===== src/rtl/acs_pkg.sv =====
// Package for the accumulator step core.
// Holds the controller states, opcodes and the command/status structs shared by
// the controller, the datapath and the top level. No dependencies.
package acs_pkg;

    localparam logic [9:0] STACK_TOP_RESET = 10'd999;
    localparam int         PORT_INT        = 1;

    typedef enum logic [4:0] {
        OPC_NOP  = 5'd0,
        OPC_LDI  = 5'd1,
        OPC_LDM  = 5'd2,
        OPC_ST   = 5'd3,
        OPC_ADDX = 5'd4,
        OPC_ADDY = 5'd5,
        OPC_SUBX = 5'd6,
        OPC_SUBY = 5'd7,
        OPC_GET  = 5'd8,
        OPC_PUT  = 5'd9,
        OPC_TAX  = 5'd10,
        OPC_TAY  = 5'd11,
        OPC_TXA  = 5'd12,
        OPC_TYA  = 5'd13,
        OPC_JMP  = 5'd14,
        OPC_JZ   = 5'd15,
        OPC_JNZ  = 5'd16,
        OPC_CALL = 5'd17,
        OPC_RET  = 5'd18,
        OPC_INX  = 5'd19,
        OPC_DEX  = 5'd20,
        OPC_HALT = 5'd30
    } t_opc;

    typedef enum logic [3:0] {
        ST_CLEAR, ST_IDLE, ST_FETCH, ST_OPND, ST_MEMRD,
        ST_CALL_IR, ST_CALL_X, ST_CALL_Y, ST_CALL_TGT, ST_CALL_RET,
        ST_RET_PC, ST_RET_Y, ST_RET_X, ST_RET_IR, ST_RET_AC, ST_DONE
    } t_state;

    typedef enum logic [2:0] {A_PC, A_PC1, A_OPND, A_SP, A_SP1, A_LOAD, A_CLR} t_asel;
    typedef enum logic [2:0] {W_ZERO, W_AC, W_IR, W_X, W_Y, W_RET, W_LOAD} t_wsel;
    typedef enum logic [1:0] {PC_HOLD, PC_INC1, PC_INC2, PC_RD} t_pcsel;
    typedef enum logic [1:0] {SP_HOLD, SP_DEC, SP_INC} t_spsel;
    typedef enum logic [3:0] {
        AC_HOLD, AC_RD, AC_ADDX, AC_ADDY, AC_SUBX, AC_SUBY, AC_IN, AC_X, AC_Y
    } t_acsel;
    typedef enum logic [2:0] {X_HOLD, X_AC, X_RD, X_INC, X_DEC} t_xsel;
    typedef enum logic [1:0] {Y_HOLD, Y_AC, Y_RD} t_ysel;

    typedef struct packed {
        logic   mem_we;
        t_asel  asel;
        t_wsel  wsel;
        t_pcsel pc_sel;
        t_spsel sp_sel;
        t_acsel ac_sel;
        t_xsel  x_sel;
        t_ysel  y_sel;
        logic   ir_ld;
        logic   halt_set;
        logic   port_clr;
        logic   put_set;
        logic   used_set;
        logic   clr_adv;
        logic   cap_in;
    } t_cmd;

    typedef struct packed {
        t_opc opc;
        logic ac_zero;
        logic clr_last;
        logic halted;
    } t_stat;

endpackage


===== src/rtl/acs_ctrl.sv =====
// Controller state machine of the accumulator step core.
// Sequences memory accesses and register loads; depends on acs_pkg.
module acs_ctrl (
    input  logic           i_clk,
    input  logic           i_rst_n,
    input  logic           i_start,
    input  logic           i_op,
    input  acs_pkg::t_stat i_stat,
    output acs_pkg::t_cmd  o_cmd,
    output logic           o_busy,
    output logic           o_done
);

    acs_pkg::t_state r_state, n_state;
    acs_pkg::t_opc   r_opc;

    always_ff @(posedge i_clk) begin
        if (!i_rst_n) begin
            r_state <= acs_pkg::ST_CLEAR;
            r_opc   <= acs_pkg::OPC_NOP;
        end else begin
            r_state <= n_state;
            if (r_state == acs_pkg::ST_FETCH) r_opc <= i_stat.opc;
        end
    end

    always_comb begin
        n_state = r_state;
        o_cmd   = '0;
        o_busy  = 1'b1;
        o_done  = 1'b0;
        case (r_state)
            acs_pkg::ST_CLEAR: begin
                o_cmd.mem_we  = 1'b1;
                o_cmd.asel    = acs_pkg::A_CLR;
                o_cmd.wsel    = acs_pkg::W_ZERO;
                o_cmd.clr_adv = 1'b1;
                if (i_stat.clr_last) n_state = acs_pkg::ST_IDLE;
            end
            acs_pkg::ST_IDLE: begin
                o_busy = 1'b0;
                if (i_start) begin
                    o_cmd.port_clr = 1'b1;
                    o_cmd.cap_in   = 1'b1;
                    if (!i_op) begin
                        o_cmd.mem_we = 1'b1;
                        o_cmd.asel   = acs_pkg::A_LOAD;
                        o_cmd.wsel   = acs_pkg::W_LOAD;
                        n_state      = acs_pkg::ST_DONE;
                    end else if (i_stat.halted) begin
                        n_state = acs_pkg::ST_DONE;
                    end else begin
                        o_cmd.asel = acs_pkg::A_PC;
                        n_state    = acs_pkg::ST_FETCH;
                    end
                end
            end
            acs_pkg::ST_FETCH: begin
                o_cmd.ir_ld  = 1'b1;
                o_cmd.pc_sel = acs_pkg::PC_INC1;
                n_state      = acs_pkg::ST_DONE;
                case (i_stat.opc)
                    acs_pkg::OPC_HALT: begin
                        o_cmd.pc_sel   = acs_pkg::PC_HOLD;
                        o_cmd.halt_set = 1'b1;
                    end
                    acs_pkg::OPC_LDI, acs_pkg::OPC_LDM, acs_pkg::OPC_ST,
                    acs_pkg::OPC_PUT, acs_pkg::OPC_JMP, acs_pkg::OPC_JZ,
                    acs_pkg::OPC_JNZ: begin
                        o_cmd.pc_sel = acs_pkg::PC_HOLD;
                        o_cmd.asel   = acs_pkg::A_PC1;
                        n_state      = acs_pkg::ST_OPND;
                    end
                    acs_pkg::OPC_GET: begin
                        o_cmd.pc_sel   = acs_pkg::PC_INC2;
                        o_cmd.ac_sel   = acs_pkg::AC_IN;
                        o_cmd.used_set = 1'b1;
                    end
                    acs_pkg::OPC_ADDX: o_cmd.ac_sel = acs_pkg::AC_ADDX;
                    acs_pkg::OPC_ADDY: o_cmd.ac_sel = acs_pkg::AC_ADDY;
                    acs_pkg::OPC_SUBX: o_cmd.ac_sel = acs_pkg::AC_SUBX;
                    acs_pkg::OPC_SUBY: o_cmd.ac_sel = acs_pkg::AC_SUBY;
                    acs_pkg::OPC_TAX:  o_cmd.x_sel  = acs_pkg::X_AC;
                    acs_pkg::OPC_TAY:  o_cmd.y_sel  = acs_pkg::Y_AC;
                    acs_pkg::OPC_TXA:  o_cmd.ac_sel = acs_pkg::AC_X;
                    acs_pkg::OPC_TYA:  o_cmd.ac_sel = acs_pkg::AC_Y;
                    acs_pkg::OPC_INX:  o_cmd.x_sel  = acs_pkg::X_INC;
                    acs_pkg::OPC_DEX:  o_cmd.x_sel  = acs_pkg::X_DEC;
                    acs_pkg::OPC_CALL: begin
                        o_cmd.pc_sel = acs_pkg::PC_HOLD;
                        o_cmd.mem_we = 1'b1;
                        o_cmd.asel   = acs_pkg::A_SP;
                        o_cmd.wsel   = acs_pkg::W_AC;
                        o_cmd.sp_sel = acs_pkg::SP_DEC;
                        n_state      = acs_pkg::ST_CALL_IR;
                    end
                    acs_pkg::OPC_RET: begin
                        o_cmd.pc_sel = acs_pkg::PC_HOLD;
                        o_cmd.asel   = acs_pkg::A_SP1;
                        o_cmd.sp_sel = acs_pkg::SP_INC;
                        n_state      = acs_pkg::ST_RET_PC;
                    end
                    default: ;
                endcase
            end
            acs_pkg::ST_OPND: begin
                o_cmd.pc_sel = acs_pkg::PC_INC2;
                n_state      = acs_pkg::ST_DONE;
                case (r_opc)
                    acs_pkg::OPC_LDI: o_cmd.ac_sel = acs_pkg::AC_RD;
                    acs_pkg::OPC_LDM: begin
                        o_cmd.pc_sel = acs_pkg::PC_HOLD;
                        o_cmd.asel   = acs_pkg::A_OPND;
                        n_state      = acs_pkg::ST_MEMRD;
                    end
                    acs_pkg::OPC_ST: begin
                        o_cmd.mem_we = 1'b1;
                        o_cmd.asel   = acs_pkg::A_OPND;
                        o_cmd.wsel   = acs_pkg::W_AC;
                    end
                    acs_pkg::OPC_PUT: o_cmd.put_set = 1'b1;
                    acs_pkg::OPC_JMP: o_cmd.pc_sel  = acs_pkg::PC_RD;
                    acs_pkg::OPC_JZ:
                        if (i_stat.ac_zero) o_cmd.pc_sel = acs_pkg::PC_RD;
                    acs_pkg::OPC_JNZ:
                        if (!i_stat.ac_zero) o_cmd.pc_sel = acs_pkg::PC_RD;
                    default: ;
                endcase
            end
            acs_pkg::ST_MEMRD: begin
                o_cmd.ac_sel = acs_pkg::AC_RD;
                o_cmd.pc_sel = acs_pkg::PC_INC2;
                n_state      = acs_pkg::ST_DONE;
            end
            acs_pkg::ST_CALL_IR: begin
                o_cmd.mem_we = 1'b1;
                o_cmd.asel   = acs_pkg::A_SP;
                o_cmd.wsel   = acs_pkg::W_IR;
                o_cmd.sp_sel = acs_pkg::SP_DEC;
                n_state      = acs_pkg::ST_CALL_X;
            end
            acs_pkg::ST_CALL_X: begin
                o_cmd.mem_we = 1'b1;
                o_cmd.asel   = acs_pkg::A_SP;
                o_cmd.wsel   = acs_pkg::W_X;
                o_cmd.sp_sel = acs_pkg::SP_DEC;
                n_state      = acs_pkg::ST_CALL_Y;
            end
            acs_pkg::ST_CALL_Y: begin
                o_cmd.mem_we = 1'b1;
                o_cmd.asel   = acs_pkg::A_SP;
                o_cmd.wsel   = acs_pkg::W_Y;
                o_cmd.sp_sel = acs_pkg::SP_DEC;
                n_state      = acs_pkg::ST_CALL_TGT;
            end
            acs_pkg::ST_CALL_TGT: begin
                o_cmd.asel = acs_pkg::A_PC1;
                n_state    = acs_pkg::ST_CALL_RET;
            end
            acs_pkg::ST_CALL_RET: begin
                o_cmd.mem_we = 1'b1;
                o_cmd.asel   = acs_pkg::A_SP;
                o_cmd.wsel   = acs_pkg::W_RET;
                o_cmd.sp_sel = acs_pkg::SP_DEC;
                o_cmd.pc_sel = acs_pkg::PC_RD;
                n_state      = acs_pkg::ST_DONE;
            end
            acs_pkg::ST_RET_PC: begin
                o_cmd.pc_sel = acs_pkg::PC_RD;
                o_cmd.asel   = acs_pkg::A_SP1;
                o_cmd.sp_sel = acs_pkg::SP_INC;
                n_state      = acs_pkg::ST_RET_Y;
            end
            acs_pkg::ST_RET_Y: begin
                o_cmd.y_sel  = acs_pkg::Y_RD;
                o_cmd.asel   = acs_pkg::A_SP1;
                o_cmd.sp_sel = acs_pkg::SP_INC;
                n_state      = acs_pkg::ST_RET_X;
            end
            acs_pkg::ST_RET_X: begin
                o_cmd.x_sel  = acs_pkg::X_RD;
                o_cmd.asel   = acs_pkg::A_SP1;
                o_cmd.sp_sel = acs_pkg::SP_INC;
                n_state      = acs_pkg::ST_RET_IR;
            end
            acs_pkg::ST_RET_IR: begin
                o_cmd.ir_ld  = 1'b1;
                o_cmd.asel   = acs_pkg::A_SP1;
                o_cmd.sp_sel = acs_pkg::SP_INC;
                n_state      = acs_pkg::ST_RET_AC;
            end
            acs_pkg::ST_RET_AC: begin
                o_cmd.ac_sel = acs_pkg::AC_RD;
                n_state      = acs_pkg::ST_DONE;
            end
            acs_pkg::ST_DONE: begin
                o_done  = 1'b1;
                n_state = acs_pkg::ST_IDLE;
            end
            default: n_state = acs_pkg::ST_IDLE;
        endcase
    end

endmodule


===== config.mk =====
export PLATFORM = sky130hd
export DESIGN_NAME = acs_ctrl
export DESIGN_NICKNAME = d
export VERILOG_FILES = /design/src/rtl/acs_pkg.sv /design/src/rtl/acs_ctrl.sv
export SDC_FILE = /design/constraint.sdc
export NUM_CORES = 1
export LEC_CHECK = 0
export ABC_AREA = 1
export BUFFER_PORTS_ARGS = -buffer_cell sky130_fd_sc_hd__buf_2
export CORE_ASPECT_RATIO = 0.9
export CORE_MARGIN = 5
export CORE_UTILIZATION = 53
export CTS_CLUSTER_DIAMETER = 30
export CTS_CLUSTER_SIZE = 12
export DETAILED_ROUTE_END_ITERATION = 16
export PLACE_DENSITY = 0.85
export SLEW_MARGIN = 20
export SYNTH_ARGS = -nofsm -noshare
export SYNTH_HDL_FRONTEND = slang
export SYNTH_SLANG_ARGS = --single-unit

===== constraint.sdc =====
create_clock -name i_clk -period 2.65 [get_ports i_clk]
set_clock_uncertainty 0.2 [all_clocks]
set_input_delay 0.53 -clock i_clk [delete_from_list [all_inputs] [get_ports i_clk]]
set_output_delay 0.53 -clock i_clk [all_outputs]
set_load 0.1 [all_outputs]

==> impl_results.md <==
* Status: finished, violations left
* Failing checks: negative setup slack
* Slew margin rel. at 67.5%
* Number of remaining DRC errors at 0
* Initial Util at 56.7%
* First-pass GRT wire length at 7690 um
* Reg2reg setup slack at 0.81 ns
* Syn. warnings at 0
* Kind of critical path: flip-flop to output pin
* Reg-to-reg endpoint: r_state[1]
* Vias in the first global route at 1633
* # IOs at 41
* Die W at 58.2 um
* I/O Buffers at 40
* Unique masters post-synth at 25
* Final period util at 105%
* Fin. Hold Viols at 0
* Fin crit period at 2.79 ns
* CTS tree: done
* RSZ-0062 raised after global routing: yes
* CTS Buffer Depth at 2
* Initial DRC Count at 351
* Post-CTS Hold Buffers at 0
* Sink Count at 9
* Fin Hold WS at 0.356 ns
* # nets final at 267
* Std cell rows at 15
* Skew-Pair Late Insertion Delay at 0.27 ns
* Startpoint Class: flip-flop
* R2r startpoint: r_state[2]
* Worst r2r path cells at 9
* GRT Residual Overflow at 0
* Vias at 1921
* Syn_area_per_cell at 5.30 sq um
* CP Capture Type: output pin
* Ant diodes at 0
* Synthesized area at 1110 sq um
* Share of cells above drive strength 1 at 37.8%
* Syn nets at 221
* Cells after synthesis at 209
* Largest net degree at the start of global routing at 21
* Gr usage total at 32.3%
* Area taken by multi-input logic gates at 951 sq um
* Sequential Area at 185 sq um
* Core Region at 1950 sq um
* DRT Pass-1 Iters at 8
* Worst Path Arrival at 2.06 ns
* Least-Margin Pin Slew at 0.492 ns
* H-tree depth at 1
* DRT antenna net count at 0
* Clk pin slew, worst setup/hold paths at 0.06 ns
* Hold wc startpoint: r_opc[2]
* RD Place Congestion at 0.974
* Setup ws final at -0.135 ns
* Antenna violations before repair at 0
* Routed length per instance at 21.5 um
* Dpl hpwl at 3760 um
* Routed WL at 5990 um
* Max_cap viols at 0
* Critical Path RT at 1.92 ns
* Pre-CTS WS at 0.0289 ns
* Hold crit path type: flip-flop to flip-flop
* Number of synthesized register bits at 9
* Clk root buf: clkbuf_4
* Hold EP: r_opc[2]
* Crit path from: r_state[2]
* Critical path fanouts, max at 5
* Slew Limit Fails at 0
* Die ar. at 3100 sq um
* Total CTS buffers at 3
* DR vias/cell at 6.89
* Max Clk Rate at 359 MHz
* Final setup viols at 4
* Hold path depth at 2
* Utilization after layout at 93.9%
* Register area share after synthesis at 16.3%
* Fillers at 63
* Area grow syn2layout at 65.5%
* Die H at 53.4 um
cell type report:
cell class | instances | share of cell area (%)
clock buffer | 4 | 1.43
tap | 25 | 1.71
multi-input combinational | 166 | 51.9
inverter | 31 | 6.48
timing repair buffer | 44 | 28.4
sequential | 9 | 10.1
worst max-delay path by stage:
stage | endpoint | slack, ns
after CTS | o_cmd[26] | 0.01
final | o_cmd[18] | -0.14
after floorplan | o_cmd[15] | -0.63
after global placement | o_cmd[23] | 0.12
after global routing | o_cmd[18] | -0.16
after detailed placement | o_cmd[18] | 0.03
registers in the layout, indices dropped and copies added (netlist names):
signal and count:
r_opc 5, r_state 4
cell usage in the layout (no fill, tap or decap), drive strengths merged:
master / instances
nand2: 54
nor2: 49
buf: 42
inv: 31
o21ai: 16
nand3: 13
a21oi: 10
dfxtp: 9
nand4: 6
clkbuf: 6
nor3: 5
nor4: 3
a31oi: 3
o2111ai: 2
a21boi: 1
or2: 1
and2: 1
o41ai: 1
nand3b: 1
cell families (layout without fill, tap and decap cells):
family                 count (synthesis)  in the layout  share of synthesized area [%]
and+or+nand+nor                      133            133                           54.0
buffers and inverters                 34             79                           13.2
AOI/OAI and AO/OA                     33             33                           16.5
DFF                                    9              9                           16.3
worst max-delay path: stages (launching register included):
cell and delay [ns]:
dfxtp_2 0.37, inv_2 0.08, nand2_1 0.20, nor2_2 0.12
nor2_1 0.28, a21boi_0 0.37, nand2_1 0.17, buf_12 0.20
routing by layer:
layer / up-vias / track usage [%] / share of wire [%]
met1: 861 / 37.6 / 33
met3: 67 / 8.05 / 13
li1: 772 / - / -
met2: 221 / 57.9 / 46
met4: 0 / 10.0 / 7.9
met5: - / 0 / 0
Yosys cell counts:
| cell type | count | area share (%) |
|---|---|---|
| a21boi_0 | 1 | 0.68 |
| a21oi_1 | 10 | 4.5 |
| a31oi_1 | 3 | 1.7 |
| and2_1 | 1 | 0.57 |
| buf_4 | 1 | 0.68 |
| buf_6 | 2 | 2.0 |
| dfxtp_1 | 9 | 16 |
| inv_1 | 27 | 9.2 |
| inv_2 | 4 | 1.4 |
| nand2_1 | 52 | 18 |
| nand2_2 | 2 | 1.1 |
| nand3_1 | 13 | 5.9 |
| nand3b_1 | 1 | 0.68 |
| nand4_1 | 6 | 3.4 |
| nor2_1 | 43 | 15 |
| nor2_2 | 2 | 1.1 |
| nor2_4 | 4 | 4.1 |
| nor3_1 | 4 | 1.8 |
| nor3_2 | 1 | 0.90 |
| nor4_1 | 3 | 1.7 |
| o2111ai_1 | 2 | 1.6 |
| o21ai_0 | 15 | 6.8 |
| o21ai_1 | 1 | 0.45 |
| o41ai_1 | 1 | 0.79 |
| or2_1 | 1 | 0.57 |
metrics by stage:
step | instances | instance area [sq um] | TNS, ns
after floorplan | 209 | 1230 | -4.61
after global placement | 274 | 1740 | 0
after detailed placement | 274 | 1740 | 0
after CTS | 278 | 1780 | 0
after global routing | 279 | 1830 | -0.460
final | 279 | 1830 | -0.294
repair_timing:
action | CTS | global route
buffers inserted | 0 | 1
pin swaps | 0 | 3
endpoints found under the setup margin | 3 | 13
resized for setup | 2 | 20
Power is not shown: default switching activity piles up to over one toggle a cycle in this logic, so the estimate is an artifact.
